[src/sv/bankers_safety_and_request_core_macros.svh]
// Assertion macros for the banker's safety and request core.
`ifndef BANKERS_SAFETY_AND_REQUEST_CORE_MACROS_SVH
`define BANKERS_SAFETY_AND_REQUEST_CORE_MACROS_SVH

// Combinational invariant, sampled on every rising clock edge out of reset.
`define BSR_ASSERT_ALWAYS(label, expr, msg) \
   label: assert property (@(posedge clock) disable iff (reset) (expr)) else $error(msg);

// Antecedent in this cycle implies consequent in the next.
`define BSR_ASSERT_NEXT(label, ante, cons, msg) \
   label: assert property (@(posedge clock) disable iff (reset) (ante) |=> (cons)) \
      else $error(msg);

`endif

[src/sv/bsr_pkg.sv]
// Shared types, codes and helper functions for the banker's safety and request core.
package bsr_pkg;

   localparam int DEF_MAX_PROCS = 8;
   localparam int DEF_MAX_RES   = 8;
   localparam int VAL_W         = 16;
   localparam int CNT_REG_W     = 4;

   localparam logic [CNT_REG_W-1:0] CNT_REG_RESET = 4'd8;

   // command codes
   localparam logic [2:0] CMD_LOAD_ALLOC = 3'd0;
   localparam logic [2:0] CMD_LOAD_MAX   = 3'd1;
   localparam logic [2:0] CMD_LOAD_AVAIL = 3'd2;
   localparam logic [2:0] CMD_CHECK      = 3'd3;
   localparam logic [2:0] CMD_REQUEST    = 3'd4;

   // result kinds
   localparam logic [2:0] KIND_SAFE      = 3'd0;
   localparam logic [2:0] KIND_UNSAFE    = 3'd1;
   localparam logic [2:0] KIND_GRANTED   = 3'd2;
   localparam logic [2:0] KIND_EXCEEDS   = 3'd3;
   localparam logic [2:0] KIND_NOT_AVAIL = 3'd4;

   // configuration register indexes
   localparam logic CSR_NUM_PROCESSES = 1'b0;
   localparam logic CSR_NUM_RESOURCES = 1'b1;

   typedef struct packed {
      logic [2:0]       cmd;
      logic [2:0]       proc_index;
      logic [2:0]       res_index;
      logic [VAL_W-1:0] value;
      logic             last_element;
   } bsr_req_type;

   typedef struct packed {
      logic [2:0] kind;
      logic [2:0] proc_out;
      logic       last_out;
   } bsr_rsp_type;

   typedef struct packed {
      logic        valid;
      bsr_rsp_type data;
   } bsr_emit_type;

   function automatic int idx_w(input int n);
      return (n > 1) ? $clog2(n) : 1;
   endfunction

   // zero acts as one, anything above top acts as top; returns count minus one
   function automatic int clamp_last(input logic [CNT_REG_W-1:0] v, input int top);
      int c;
      c = int'(v);
      if (c == 0) begin
         c = 1;
      end else if (c > top) begin
         c = top;
      end
      return c - 1;
   endfunction

endpackage

[src/sv/bsr_alu.sv]
// Shared compare and add unit: need against an operand, operand plus allocation.
module bsr_alu #(
   parameter int WW = 20
) (
   input  logic [bsr_pkg::VAL_W-1:0] max_val,
   input  logic [bsr_pkg::VAL_W-1:0] alloc_val,
   input  logic [WW-1:0]             opnd,
   output logic                      need_gt_opnd,
   output logic                      opnd_gt_need,
   output logic [WW-1:0]             sum
);
   import bsr_pkg::*;

   logic [VAL_W:0]  need;
   logic [WW-1:0]   need_mag;

   assign need         = {1'b0, max_val} - {1'b0, alloc_val};
   assign need_mag     = WW'(need[VAL_W-1:0]);
   assign need_gt_opnd = !need[VAL_W] && (need_mag > opnd);
   assign opnd_gt_need = need[VAL_W] || (opnd > need_mag);
   assign sum          = opnd + WW'(alloc_val);

endmodule

[src/sv/bsr_engine.sv]
// Sequencer, tables and vectors of the banker's core around one shared compare/add unit.
module bsr_engine #(
   parameter int MAX_PROCS = bsr_pkg::DEF_MAX_PROCS,
   parameter int MAX_RES   = bsr_pkg::DEF_MAX_RES,
   localparam int PW = bsr_pkg::idx_w(MAX_PROCS),
   localparam int RW = bsr_pkg::idx_w(MAX_RES)
) (
   input  logic                   clock,
   input  logic                   reset,
   input  logic                   start,
   input  bsr_pkg::bsr_req_type   req,
   output logic                   idle,
   input  logic [PW-1:0]          np_m1,
   input  logic [RW-1:0]          nr_m1,
   output bsr_pkg::bsr_emit_type  emit,
   input  logic                   take
);
   import bsr_pkg::*;

   localparam int WW    = VAL_W + $clog2(MAX_PROCS + 1);
   localparam int CW    = $clog2(MAX_PROCS + 1);
   localparam int AW    = PW + RW;
   localparam int DEPTH = 1 << AW;

   localparam logic [3:0] S_CLEAR   = 4'd0;
   localparam logic [3:0] S_IDLE    = 4'd1;
   localparam logic [3:0] S_CK_RD   = 4'd2;
   localparam logic [3:0] S_CK_EV   = 4'd3;
   localparam logic [3:0] S_CK_ARD  = 4'd4;
   localparam logic [3:0] S_CK_AEV  = 4'd5;
   localparam logic [3:0] S_SEQ_OUT = 4'd6;
   localparam logic [3:0] S_ONE_OUT = 4'd7;
   localparam logic [3:0] S_RQ_RD   = 4'd8;
   localparam logic [3:0] S_RQ_EV   = 4'd9;
   localparam logic [3:0] S_RA_RD   = 4'd10;
   localparam logic [3:0] S_RA_EV   = 4'd11;

   logic [3:0]       state_ff, state_in;
   logic [PW-1:0]    i_ff, i_in;
   logic [RW-1:0]    j_ff, j_in;
   logic [CW-1:0]    cnt_ff, cnt_in;
   logic [PW-1:0]    k_ff, k_in;
   logic             prog_ff, prog_in;
   logic [2:0]       kind_ff, kind_in;
   logic [PW-1:0]    rp_ff, rp_in;
   logic [AW-1:0]    clr_ff, clr_in;

   logic             fin_ff   [MAX_PROCS];
   logic             fin_in   [MAX_PROCS];
   logic [PW-1:0]    seq_ff   [MAX_PROCS];
   logic [PW-1:0]    seq_in   [MAX_PROCS];
   logic [WW-1:0]    work_ff  [MAX_RES];
   logic [WW-1:0]    work_in  [MAX_RES];
   logic [VAL_W-1:0] avail_ff [MAX_RES];
   logic [VAL_W-1:0] avail_in [MAX_RES];
   logic [VAL_W-1:0] rbuf_ff  [MAX_RES];
   logic [VAL_W-1:0] rbuf_in  [MAX_RES];

   logic [VAL_W-1:0] alloc_mem_ff [DEPTH];
   logic [VAL_W-1:0] max_mem_ff   [DEPTH];
   logic [VAL_W-1:0] alloc_rd_ff, max_rd_ff;

   logic             alloc_we, max_we;
   logic [AW-1:0]    mem_waddr, mem_raddr;
   logic [VAL_W-1:0] mem_wdata;

   logic             in_request;
   logic [WW-1:0]    alu_opnd, alu_sum;
   logic             need_gt_opnd, opnd_gt_need;

   assign in_request = (state_ff == S_RQ_RD) || (state_ff == S_RQ_EV) ||
                       (state_ff == S_RA_RD) || (state_ff == S_RA_EV);
   assign mem_raddr  = in_request ? {rp_ff, j_ff} : {i_ff, j_ff};
   assign alu_opnd   = in_request ? WW'(rbuf_ff[j_ff]) : work_ff[j_ff];
   assign idle       = (state_ff == S_IDLE);

   bsr_alu #(
      .WW(WW)
   ) u_alu (
      .max_val      (max_rd_ff),
      .alloc_val    (alloc_rd_ff),
      .opnd         (alu_opnd),
      .need_gt_opnd (need_gt_opnd),
      .opnd_gt_need (opnd_gt_need),
      .sum          (alu_sum)
   );

   always_comb begin
      logic          adv;
      logic          clr_rbuf;
      logic [CW-1:0] cnt_v;
      logic          prog_v;

      adv       = 1'b0;
      clr_rbuf  = 1'b0;
      cnt_v     = cnt_ff;
      prog_v    = prog_ff;
      state_in  = state_ff;
      i_in      = i_ff;
      j_in      = j_ff;
      cnt_in    = cnt_ff;
      k_in      = k_ff;
      prog_in   = prog_ff;
      kind_in   = kind_ff;
      rp_in     = rp_ff;
      clr_in    = clr_ff;
      fin_in    = fin_ff;
      seq_in    = seq_ff;
      work_in   = work_ff;
      avail_in  = avail_ff;
      rbuf_in   = rbuf_ff;
      alloc_we  = 1'b0;
      max_we    = 1'b0;
      mem_waddr = {AW{1'b0}};
      mem_wdata = {VAL_W{1'b0}};
      emit      = '0;

      unique case (state_ff)
         S_CLEAR: begin
            alloc_we  = 1'b1;
            max_we    = 1'b1;
            mem_waddr = clr_ff;
            clr_in    = clr_ff + AW'(1);
            if (clr_ff == {AW{1'b1}}) begin
               state_in = S_IDLE;
            end
         end
         S_IDLE: begin
            if (start) begin
               unique case (req.cmd)
                  CMD_LOAD_ALLOC, CMD_LOAD_MAX: begin
                     if (int'(req.proc_index) < MAX_PROCS && int'(req.res_index) < MAX_RES) begin
                        alloc_we = (req.cmd == CMD_LOAD_ALLOC);
                        max_we   = (req.cmd == CMD_LOAD_MAX);
                     end
                     mem_waddr = {PW'(req.proc_index), RW'(req.res_index)};
                     mem_wdata = req.value;
                  end
                  CMD_LOAD_AVAIL: begin
                     if (int'(req.res_index) < MAX_RES) begin
                        avail_in[RW'(req.res_index)] = req.value;
                     end
                  end
                  CMD_CHECK: begin
                     for (int n = 0; n < MAX_RES; n++) begin
                        work_in[n] = WW'(avail_ff[n]);
                     end
                     for (int n = 0; n < MAX_PROCS; n++) begin
                        fin_in[n] = 1'b0;
                     end
                     cnt_in   = {CW{1'b0}};
                     i_in     = {PW{1'b0}};
                     j_in     = {RW{1'b0}};
                     prog_in  = 1'b0;
                     state_in = S_CK_RD;
                  end
                  CMD_REQUEST: begin
                     if (int'(req.res_index) < MAX_RES) begin
                        rbuf_in[RW'(req.res_index)] = req.value;
                     end
                     if (req.last_element) begin
                        rp_in = PW'(req.proc_index);
                        j_in  = {RW{1'b0}};
                        if (int'(req.proc_index) >= MAX_PROCS) begin
                           kind_in  = KIND_EXCEEDS;
                           clr_rbuf = 1'b1;
                           state_in = S_ONE_OUT;
                        end else begin
                           state_in = S_RQ_RD;
                        end
                     end
                  end
                  default: begin
                  end
               endcase
            end
         end
         S_CK_RD: begin
            if (fin_ff[i_ff]) begin
               adv = 1'b1;
            end else begin
               state_in = S_CK_EV;
            end
         end
         S_CK_EV: begin
            if (need_gt_opnd) begin
               adv = 1'b1;
            end else if (j_ff == nr_m1) begin
               j_in     = {RW{1'b0}};
               state_in = S_CK_ARD;
            end else begin
               j_in     = j_ff + RW'(1);
               state_in = S_CK_RD;
            end
         end
         S_CK_ARD: begin
            state_in = S_CK_AEV;
         end
         S_CK_AEV: begin
            work_in[j_ff] = alu_sum;
            if (j_ff == nr_m1) begin
               seq_in[cnt_ff[PW-1:0]] = i_ff;
               fin_in[i_ff]           = 1'b1;
               cnt_v                  = cnt_ff + CW'(1);
               prog_v                 = 1'b1;
               adv                    = 1'b1;
            end else begin
               j_in     = j_ff + RW'(1);
               state_in = S_CK_ARD;
            end
         end
         S_SEQ_OUT: begin
            emit.valid         = 1'b1;
            emit.data.kind     = KIND_SAFE;
            emit.data.proc_out = 3'(seq_ff[k_ff]);
            emit.data.last_out = (k_ff == np_m1);
            if (take) begin
               if (k_ff == np_m1) begin
                  state_in = S_IDLE;
               end else begin
                  k_in = k_ff + PW'(1);
               end
            end
         end
         S_ONE_OUT: begin
            emit.valid         = 1'b1;
            emit.data.kind     = kind_ff;
            emit.data.proc_out = 3'd0;
            emit.data.last_out = 1'b1;
            if (take) begin
               state_in = S_IDLE;
            end
         end
         S_RQ_RD: begin
            state_in = S_RQ_EV;
         end
         S_RQ_EV: begin
            if (opnd_gt_need) begin
               kind_in  = KIND_EXCEEDS;
               clr_rbuf = 1'b1;
               state_in = S_ONE_OUT;
            end else if (rbuf_ff[j_ff] > avail_ff[j_ff]) begin
               kind_in  = KIND_NOT_AVAIL;
               clr_rbuf = 1'b1;
               state_in = S_ONE_OUT;
            end else if (j_ff == nr_m1) begin
               j_in     = {RW{1'b0}};
               state_in = S_RA_RD;
            end else begin
               j_in     = j_ff + RW'(1);
               state_in = S_RQ_RD;
            end
         end
         S_RA_RD: begin
            state_in = S_RA_EV;
         end
         S_RA_EV: begin
            alloc_we       = 1'b1;
            mem_waddr      = {rp_ff, j_ff};
            mem_wdata      = alu_sum[VAL_W-1:0];
            avail_in[j_ff] = avail_ff[j_ff] - rbuf_ff[j_ff];
            if (j_ff == nr_m1) begin
               kind_in  = KIND_GRANTED;
               clr_rbuf = 1'b1;
               state_in = S_ONE_OUT;
            end else begin
               j_in     = j_ff + RW'(1);
               state_in = S_RA_RD;
            end
         end
         default: begin
            state_in = S_IDLE;
         end
      endcase

      // end of one process in a safety pass
      if (adv) begin
         j_in    = {RW{1'b0}};
         cnt_in  = cnt_v;
         prog_in = prog_v;
         if (i_ff == np_m1) begin
            if (cnt_v == CW'(np_m1) + CW'(1)) begin
               k_in     = {PW{1'b0}};
               state_in = S_SEQ_OUT;
            end else if (!prog_v) begin
               kind_in  = KIND_UNSAFE;
               state_in = S_ONE_OUT;
            end else begin
               i_in     = {PW{1'b0}};
               prog_in  = 1'b0;
               state_in = S_CK_RD;
            end
         end else begin
            i_in     = i_ff + PW'(1);
            state_in = S_CK_RD;
         end
      end

      if (clr_rbuf) begin
         for (int n = 0; n < MAX_RES; n++) begin
            rbuf_in[n] = {VAL_W{1'b0}};
         end
      end
   end

   always_ff @(posedge clock) begin
      if (reset) begin
         state_ff <= S_CLEAR;
         i_ff     <= {PW{1'b0}};
         j_ff     <= {RW{1'b0}};
         cnt_ff   <= {CW{1'b0}};
         k_ff     <= {PW{1'b0}};
         prog_ff  <= 1'b0;
         kind_ff  <= KIND_SAFE;
         rp_ff    <= {PW{1'b0}};
         clr_ff   <= {AW{1'b0}};
         for (int n = 0; n < MAX_PROCS; n++) begin
            fin_ff[n] <= 1'b0;
         end
         for (int n = 0; n < MAX_RES; n++) begin
            work_ff[n]  <= {WW{1'b0}};
            avail_ff[n] <= {VAL_W{1'b0}};
            rbuf_ff[n]  <= {VAL_W{1'b0}};
         end
      end else begin
         state_ff <= state_in;
         i_ff     <= i_in;
         j_ff     <= j_in;
         cnt_ff   <= cnt_in;
         k_ff     <= k_in;
         prog_ff  <= prog_in;
         kind_ff  <= kind_in;
         rp_ff    <= rp_in;
         clr_ff   <= clr_in;
         fin_ff   <= fin_in;
         work_ff  <= work_in;
         avail_ff <= avail_in;
         rbuf_ff  <= rbuf_in;
      end
   end

   always_ff @(posedge clock) begin
      seq_ff <= seq_in;
   end

   always_ff @(posedge clock) begin
      if (alloc_we) begin
         alloc_mem_ff[mem_waddr] <= mem_wdata;
      end
      if (max_we) begin
         max_mem_ff[mem_waddr] <= mem_wdata;
      end
      alloc_rd_ff <= alloc_mem_ff[mem_raddr];
      max_rd_ff   <= max_mem_ff[mem_raddr];
   end

endmodule

[src/sv/bankers_safety_and_request_core.sv]
// Top level of the banker's safety and request core: ports, registers, result buffer.
// Loads, available writes and non-final request elements are taken in the idle state and
// leave it idle. A safety check reads and compares each need, then reads and adds each
// allocation into the work vector, through one shared compare/add unit and the single read
// port of the allocation and maximum tables, in at most np passes before the result beats.
// A final request element checks each resource, then updates each, before its one
// result. After reset the tables are cleared entry by entry before the first item.
// A pending result waits in an output register while the next item is taken.
module bankers_safety_and_request_core #(
   parameter int MAX_PROCS = bsr_pkg::DEF_MAX_PROCS,
   parameter int MAX_RES   = bsr_pkg::DEF_MAX_RES
) (
   input  logic                                clock,
   input  logic                                reset,
   input  logic                                req_valid,
   output logic                                req_ready,
   input  bsr_pkg::bsr_req_type                req_data,
   output logic                                rsp_valid,
   input  logic                                rsp_ready,
   output bsr_pkg::bsr_rsp_type                rsp_data,
   input  logic                                csr_valid,
   output logic                                csr_ready,
   input  logic                                csr_index,
   input  logic [bsr_pkg::CNT_REG_W-1:0]       csr_data
);
   import bsr_pkg::*;

   `include "bankers_safety_and_request_core_macros.svh"

   localparam int PW = idx_w(MAX_PROCS);
   localparam int RW = idx_w(MAX_RES);

   logic [CNT_REG_W-1:0] np_ff, np_in;
   logic [CNT_REG_W-1:0] nr_ff, nr_in;
   logic                 rsp_valid_ff, rsp_valid_in;
   bsr_rsp_type          rsp_data_ff, rsp_data_in;

   logic [PW-1:0]        np_m1;
   logic [RW-1:0]        nr_m1;
   logic                 eng_idle;
   logic                 take;
   bsr_emit_type         emit;

   assign np_m1     = PW'(clamp_last(np_ff, MAX_PROCS));
   assign nr_m1     = RW'(clamp_last(nr_ff, MAX_RES));
   assign req_ready = eng_idle;
   assign csr_ready = 1'b1;
   assign take      = emit.valid && (!rsp_valid_ff || rsp_ready);
   assign rsp_valid = rsp_valid_ff;
   assign rsp_data  = rsp_data_ff;

   bsr_engine #(
      .MAX_PROCS(MAX_PROCS),
      .MAX_RES  (MAX_RES)
   ) u_engine (
      .clock (clock),
      .reset (reset),
      .start (req_valid && req_ready),
      .req   (req_data),
      .idle  (eng_idle),
      .np_m1 (np_m1),
      .nr_m1 (nr_m1),
      .emit  (emit),
      .take  (take)
   );

   always_comb begin
      np_in = np_ff;
      nr_in = nr_ff;
      if (csr_valid) begin
         unique case (csr_index)
            CSR_NUM_PROCESSES: np_in = csr_data;
            CSR_NUM_RESOURCES: nr_in = csr_data;
            default: begin
            end
         endcase
      end
   end

   always_comb begin
      rsp_data_in = rsp_data_ff;
      priority if (take) begin
         rsp_valid_in = 1'b1;
         rsp_data_in  = emit.data;
      end else if (rsp_ready) begin
         rsp_valid_in = 1'b0;
      end else begin
         rsp_valid_in = rsp_valid_ff;
      end
   end

   always_ff @(posedge clock) begin
      if (reset) begin
         np_ff        <= CNT_REG_RESET;
         nr_ff        <= CNT_REG_RESET;
         rsp_valid_ff <= 1'b0;
      end else begin
         np_ff        <= np_in;
         nr_ff        <= nr_in;
         rsp_valid_ff <= rsp_valid_in;
      end
   end

   always_ff @(posedge clock) begin
      rsp_data_ff <= rsp_data_in;
   end

   `BSR_ASSERT_ALWAYS(a_no_accept_while_emitting, !(req_ready && emit.valid), "item taken while results still owed")
   `BSR_ASSERT_NEXT(a_check_holds_off_input, req_valid && req_ready && req_data.cmd == CMD_CHECK, !req_ready, "ready after check start")
   `BSR_ASSERT_ALWAYS(a_single_result_shape, !rsp_valid || rsp_data.kind == KIND_SAFE || (rsp_data.proc_out == 3'd0 && rsp_data.last_out), "non-sequence beat malformed")

endmodule
[config.mk]
export PLATFORM = sky130hd
export DESIGN_NAME = bankers_safety_and_request_core
export DESIGN_NICKNAME = d
export VERILOG_FILES = /design/src/sv/bsr_pkg.sv /design/src/sv/bsr_alu.sv /design/src/sv/bsr_engine.sv /design/src/sv/bankers_safety_and_request_core.sv
export VERILOG_INCLUDE_DIRS = /design/src /design/src/sv
export SDC_FILE = /design/constraint.sdc
export NUM_CORES = 2
export LEC_CHECK = 0
export BUFFER_PORTS_ARGS = -buffer_cell sky130_fd_sc_hd__buf_4
export CAP_MARGIN = 10
export CELL_PAD_IN_SITES_DETAIL_PLACEMENT = 1
export CELL_PAD_IN_SITES_GLOBAL_PLACEMENT = 2
export CORE_ASPECT_RATIO = 0.5
export CORE_MARGIN = 4
export CORE_UTILIZATION = 44
export CTS_CLUSTER_DIAMETER = 30
export DETAILED_ROUTE_END_ITERATION = 6
export PLACE_DENSITY_LB_ADDON = 0.1
export SYNTH_ARGS = -nofsm -noshare
export SYNTH_HDL_FRONTEND = slang
export SYNTH_SLANG_ARGS = --single-unit
[constraint.sdc]
create_clock -name clock -period 26.9 [get_ports clock]
set_input_delay 5.38 -clock clock [delete_from_list [all_inputs] [get_ports clock]]
set_output_delay 5.38 -clock clock [all_outputs]
set_load 0.02 [all_outputs]
Word-level counts from Yosys, hierarchy flattened
Memories as Yosys holds them, arrays and structs flattened. A register that Yosys moved wholly into a read port is not among the register bits.
Cells that the tools add are included.
Storage, ports and cells
  flip-flop bits (word level): 494
  memory bits (writable): 2048
  input bits: 36
  output and inout bits: 10
  logic and storage cells: 306
  memories: 2
Cells by class
  add/subtract/negate cells: 11
  magnitude comparators: 14
  equal/unequal tests: 40
  multiplexer cells: 136
  bitwise logic cells: 7
  reductions and logical operators: 41
Memory list
  u_engine.alloc_mem_ff: depth 64, width 16, read ports 1, clocked after memory_dff 1, wr ports 1, line bsr_engine.sv:59  | logic [VAL_W-1:0] alloc_mem_ff [DEPTH];
  u_engine.max_mem_ff: depth 64, width 16, read ports 1, clocked after memory_dff 1, wr ports 1, line bsr_engine.sv:60  | logic [VAL_W-1:0] max_mem_ff [DEPTH];
Operators with widths (number)
  bitwise mux 128 bit: 3
  two-way mux 160 bit: 2
  case mux 160 bit (2 select lines): 1
  two-way mux 128 bit: 2
  case mux 128 bit (2 select lines): 1
  bitwise mux 160 bit: 1
  two-way mux 16 bit: 8
  two-way mux 3 bit: 36
  binary-select mux 16 bit (select 3 bit): 2
  demux 16 bit (select 3 bit): 2
  two-way mux 4 bit: 21
  two-way mux 20 bit: 4
  binary-select mux 20 bit (select 3 bit): 1
  demux 20 bit (select 3 bit): 1
  case mux 4 bit (12 select lines): 1
  case mux 16 bit (2 select lines): 1
  case mux 8 bit (2 select lines): 2
  two-way mux 1 bit: 26
  bitwise mux 24 bit: 1
  two-way mux 8 bit: 3
  adder 20 x 16 -> 20 bit: 1
  greater-or-equal comparator 4 bit (second input constant): 5
  > comparator 16 x 20 -> 1 bit: 1
  > comparator 20 x 16 -> 1 bit: 1
  other kinds (55): 122

Logic depth before layout (Yosys ltp)
  depth after elaboration: 13
  gate-level depth with buffers: 25
  gate-level depth less buffers: 21

Hierarchy
Synthesis repeated with hierarchy kept, for this count alone.
Unflattened totals
  cells, all modules: 7677
  area, all modules: 105745.2 µm²
Modules (own cells, without submodules)
  bsr_engine: times used 1, cells each 7330, area an instance 103005.0 µm², seq. area each 71949.0 µm²
  bsr_alu: times used 1, cells each 286, area an instance 2030.7 µm², seq. area each 0.0 µm²
  bankers_safety_and_request_core: times used 1, cells each 61, area an instance 709.4 µm², seq. area each 390.4 µm²

Worst setup path after synthesis
Ideal clock, no wire load.
  path type: register to register
  start: register u_engine.j_ff[2]
  end: memory u_engine.alloc_mem_ff[0][13], data pin
  arrival time: 9440 ps
  setup slack: 16261 ps
  cell stages (with the launch flop): 22
  period minus slack after synthesis: 10639 ps
  cell sequence: dfxtp_1 > buf_2 > buf_2 > buf_2 > nand2b_1 > nor2_1 > clkbuf_1 > clkbuf_1 > clkbuf_1 > a22oi_1 > and4_1 > a21oi_1 > ha_1 > a21o_1 > a21oi_1 > o21a_1 > o311ai_0 > a221oi_1 > o21bai_1 > a21oi_1 > xor2_1 > o21ai_0
On the way
  longest elaborated chain between the ends: 7
  elaborated cells on any way between the ends: 10
Ends and longest elaborated chain
  from (decl): line bsr_engine.sv:40  | logic [RW-1:0] j_ff, j_in;
  from (signal assigned): line bsr_engine.sv:310  | j_ff <= {RW{1'b0}};
  from (signal assigned): line bsr_engine.sv:328  | j_ff <= j_in;
  inverter 3 -> 4 bit (not written as such) (*): line bsr_engine.sv:74  | assign alu_opnd = in_request ? WW'(rbuf_ff[j_ff]) : work_ff[j_ff];
  binary-select mux 20 bit (select 3 bit) or binary-select mux 16 bit (select 3 bit) (tied branches): line bsr_engine.sv:74
  two-way mux 20 bit (not written as such) or two-way mux 16 bit (tied branches) (2 in a row): line bsr_engine.sv:74
  two-way mux 20 bit (*): line bsr_engine.sv:74
  adder 20 x 16 -> 20 bit (*): line bsr_alu.sv:21  | assign sum = opnd + WW'(alloc_val);
  case mux 16 bit (2 select lines) (*): line bsr_engine.sv:118  | unique case (state_ff)
  named net u_engine.mem_wdata[13]: line bsr_engine.sv:65  | logic [VAL_W-1:0] mem_wdata;
  to (decl): line bsr_engine.sv:59
Mark *: on every way through the listed nets, which the timed path passes. The rest lies on a longest branch. The select of a mux whose other input is x is not followed.

Worst setup path in the final report
  start: register u_engine.j_ff[1]
  end: memory u_engine.alloc_mem_ff[35][12], data pin
Same word-level chain as after synthesis.

==> results.yml <==
clock_tree:
  cts_buffers: 374
  cts_resized: 0
  clock-root-buffer: "clkbuf_16"
  htree_num_levels: 5
  cts-hold-fix-buffers: 0
  clk_latency_ns: 0.90
  clockBufferDepth: 4
  cts_tree: "built"
  cts_setup_buffers: 0
  cts_sinks: 2574
  clk_pin_slew_ns: 0.06
power_and_ir_drop:
  switching_share: 0.224
  p_seq_frac: 0.451
  combPwrFrac: 0.023
  power_density_mw_per_mm2: 80.8
  p_leak_uw: 0.0386
  clkPwrFrac: 0.526
  p_sw_uw: 2140
  internal_power_uw: 7400
  vdd_drop_max_v: 0.0000513
worst_setup_path:
  reg2reg_slack_ns: 17.86
  arrival_ns: 9.56
  timing.rr.end: "u_engine.alloc_mem_ff[35][12]"
  critPathLaunchType: "flop"
  reg2regPathDepth: 17
  reg2reg_from: "u_engine.j_ff[1]"
  crit_required_ns: 27.42
  crit_type: "reg2reg"
  endpoint_kind: "flop"
  path_max_fanout: 71
drt:
  first_pass_iters: 7
  wl_per_cell_um: 35.0
  vias: 70400
  ant_nets: 0
  routed_via_density: 6.62
  drtIter0Drc: 8509
  drc: 8
  totalWireLength_mm: 373
global_route:
  track_usage: 0.306
  use_met1: 0.430
  grtUsageMet3: 0.0642
  gr-total-overflow: 0
  grt_pass1_vias: 71200
  grt_pass1_wl_mm: 530
  grt-busiest-layer: "met2"
  grt_max_degree: 130
  met2_usage: 0.470
  antenna_found_initial: 10
logic_synthesis:
  synthFlopType: "edfxtp_1"
  synth_nets: 7308
  ys_ff_latch: 2574
  ys_warn_count: 0
  syn-cell-area_mm2: 0.101
  async_flop_share: 0
  syn_area_per_cell_um2: 14.0
  synth-edff-count: 2079
  seq_area_frac_synth: 0.718
  synth_cell_type_count: 89
  netlist_instances: 7198
hold_path:
  hold_class: "reg2reg"
  whs_path_depth: 2
  worstHoldStart: "u_engine.rbuf_ff[85]"
  worstHoldEndpoint: "u_engine.rbuf_ff[85]"
timing:
  fin_crit_ns: 9.04
  max_slew_margin: 0.0126
  max_freq_ghz: 0.111
  setup_viol: 0
  grt_setup_unrepaired: "no"
  tightest_slew_ns: 1.47
  final_max_slew_viol_count: 0
  finalCritPeriodShare: 0.336
  finalHoldViolCount: 0
  skew_ns: 0.0709
  finalSetupTns_ns: 0
floorplanning:
  row_count: 123
  fp.dieH_um: 346
  ioPinCount: 46
  die_area_mm2: 0.237
  chipWidth_um: 685
  initial_core_util: 0.445
  core-area_mm2: 0.226
placement:
  gp_congestion: 0.943
  portBuffers: 44
  dp_hpwl_mm: 220
run:
  drv_cap: 1
finish:
  final_common_cell: "edfxtp_1"
  finalNetCount: 7444
  final_util: 0.522
  drive_gt1_frac: 0.144
  synthToLayoutAreaGrowth_pct: 17.2
  final_cell_mix: "edfxtp_1 (2,079), a22oi_1 (735), nor2_1 (521)"
status:
  violations: "DRC, capacitance limit"
  status: "finished, violations left"
==> worst max path at each step <==
stage                     cells after the start                            end  slack [ns]        startpoint
after global routing                         17  u_engine.alloc_mem_ff[35][12]       17.97  u_engine.j_ff[1]
after detailed placement                      9     u_engine.max_mem_ff[21][3]       17.47      req_data[25]
after global placement                        9     u_engine.max_mem_ff[21][7]       17.67      req_data[25]
after floorplan                              21   u_engine.alloc_mem_ff[0][13]       16.26  u_engine.j_ff[2]
after CTS                                    17    u_engine.max_mem_ff[38][12]       18.22  u_engine.j_ff[1]
final                                        17  u_engine.alloc_mem_ff[35][12]       17.86  u_engine.j_ff[1]
==> kinds of logic (layout without fill, tap and decap cells) <==
family | after synthesis | after routing | share of synthesized area
DFF | 2574 | 2574 | 0.718
and+or+nand+nor | 1620 | 1620 | 0.0738
buffers and inverters | 584 | 1025 | 0.0231
adders and majority gates | 74 | 74 | 0.00942
xor gates and xnor gates | 58 | 58 | 0.00504
AOI/OAI and AO/OA | 2221 | 2221 | 0.162
muxes | 66 | 66 | 0.00796
other | 1 | 6 | 0.0000372
==> routing by layer <==
metal  part of all wire  up-vias
li1                   -    29300
met1               0.42    36800
met2               0.45     3596
met3              0.089      717
met4              0.041        0
met5                  0        -
==> final cells by class <==
class                   count  area (um2)
clock buffers             413        9730
well taps                3000        3750
repair buffers            301        2400
fillers                 21600      108000
diodes                      5        12.5
inverters                  43         161
clock inverters           268        3100
multi-input cells        4040       26500
flip-flops and latches   2574       72400
==> metrics by stage <==
step	instance area [um2]	hold WS [ns]	power, uW	cells	setup slack (ns)
3_5_place_dp	105000	0.445	4600	9958	17.47
2_1_floorplan	101000	0.428	4490	7198	16.26
3_3_place_gp	105000	0.437	4590	9957	17.67
5_1_grt	118000	0.467	9810	10600	17.97
4_1_cts	118000	0.452	9590	10600	18.22
6_report	118000	0.453	9540	10600	17.86
==> state kept, by name (all words and copies together), names as in the netlist <==
name / count
u_engine.fin_ff: 8
u_engine.state_ff: 4
u_engine.k_ff: 3
u_engine.clr_ff: 6
u_engine.rp_ff: 3
rsp_valid: 1
u_engine.prog_ff: 1
u_engine.max_mem_ff: 1024
u_engine.cnt_ff: 4
u_engine.max_rd_ff: 16
u_engine.i_ff: 3
u_engine.rbuf_ff: 128
u_engine.j_ff: 3
np_ff: 4
nr_ff: 4
u_engine.avail_ff: 128
u_engine.work_ff: 160
rsp_data: 7
u_engine.alloc_mem_ff: 1024
u_engine.seq_ff: 24
u_engine.alloc_rd_ff: 16
u_engine.kind_ff: 3
==> power groups by stage <==
stage | Combinational, uW | Clock, uW | Sequential, uW
finish | 219 | 5020 | 4300
CTS | 215 | 5080 | 4300
global placement | 206 | 0 | 4380
global route | 233 | 5280 | 4300
detailed placement | 214 | 0 | 4380
floorplan | 122 | 0 | 4370
==> cells in the mapped netlist, types with 22 or more instances <==
library cell  instances  area, um2
edfxtp_1           2079      62400
xor2_1               26        228
clkbuf_1            364       1370
nor2_1              565       2120
a211oi_1            109        818
a22oi_1             735       5520
nand2_1             459       1720
a222oi_1             42        420
nand3_1             125        626
nand4_1             228       1430
buf_2                84        420
inv_1                42        158
nor3_1               85        425
a21oi_1             288       1440
mux2i_1              37        370
o22ai_1              95        594
and2_1               22        138
a31oi_1              97        607
ha_1                 71        888
buf_1                88        330
a22o_1              274       2400
a221oi_1            242       2120
xnor2_1              32        280
o21ai_0             131        656
dfxtp_1             495       9910
a311oi_1             50        438
==> worst max-delay path, cell delays in order, from the launching register on <==
cell and delay, ns:
dfxtp_4 0.66, clkinv_1 0.45, buf_4 0.33, nor2_4 0.56, buf_4 0.53, a22oi_1 0.16
and4_1 0.30, o21ai_0 1.13, ha_1 0.48, a21oi_1 0.18, nand4b_1 0.17, and3_1 0.23
nor4b_2 0.08, nor4_1 0.62, nor2_1 0.12, nor2_1 0.75, a22o_4 0.78, buf_4 0.94
Note: power is estimated with default switching activity, not from simulation.
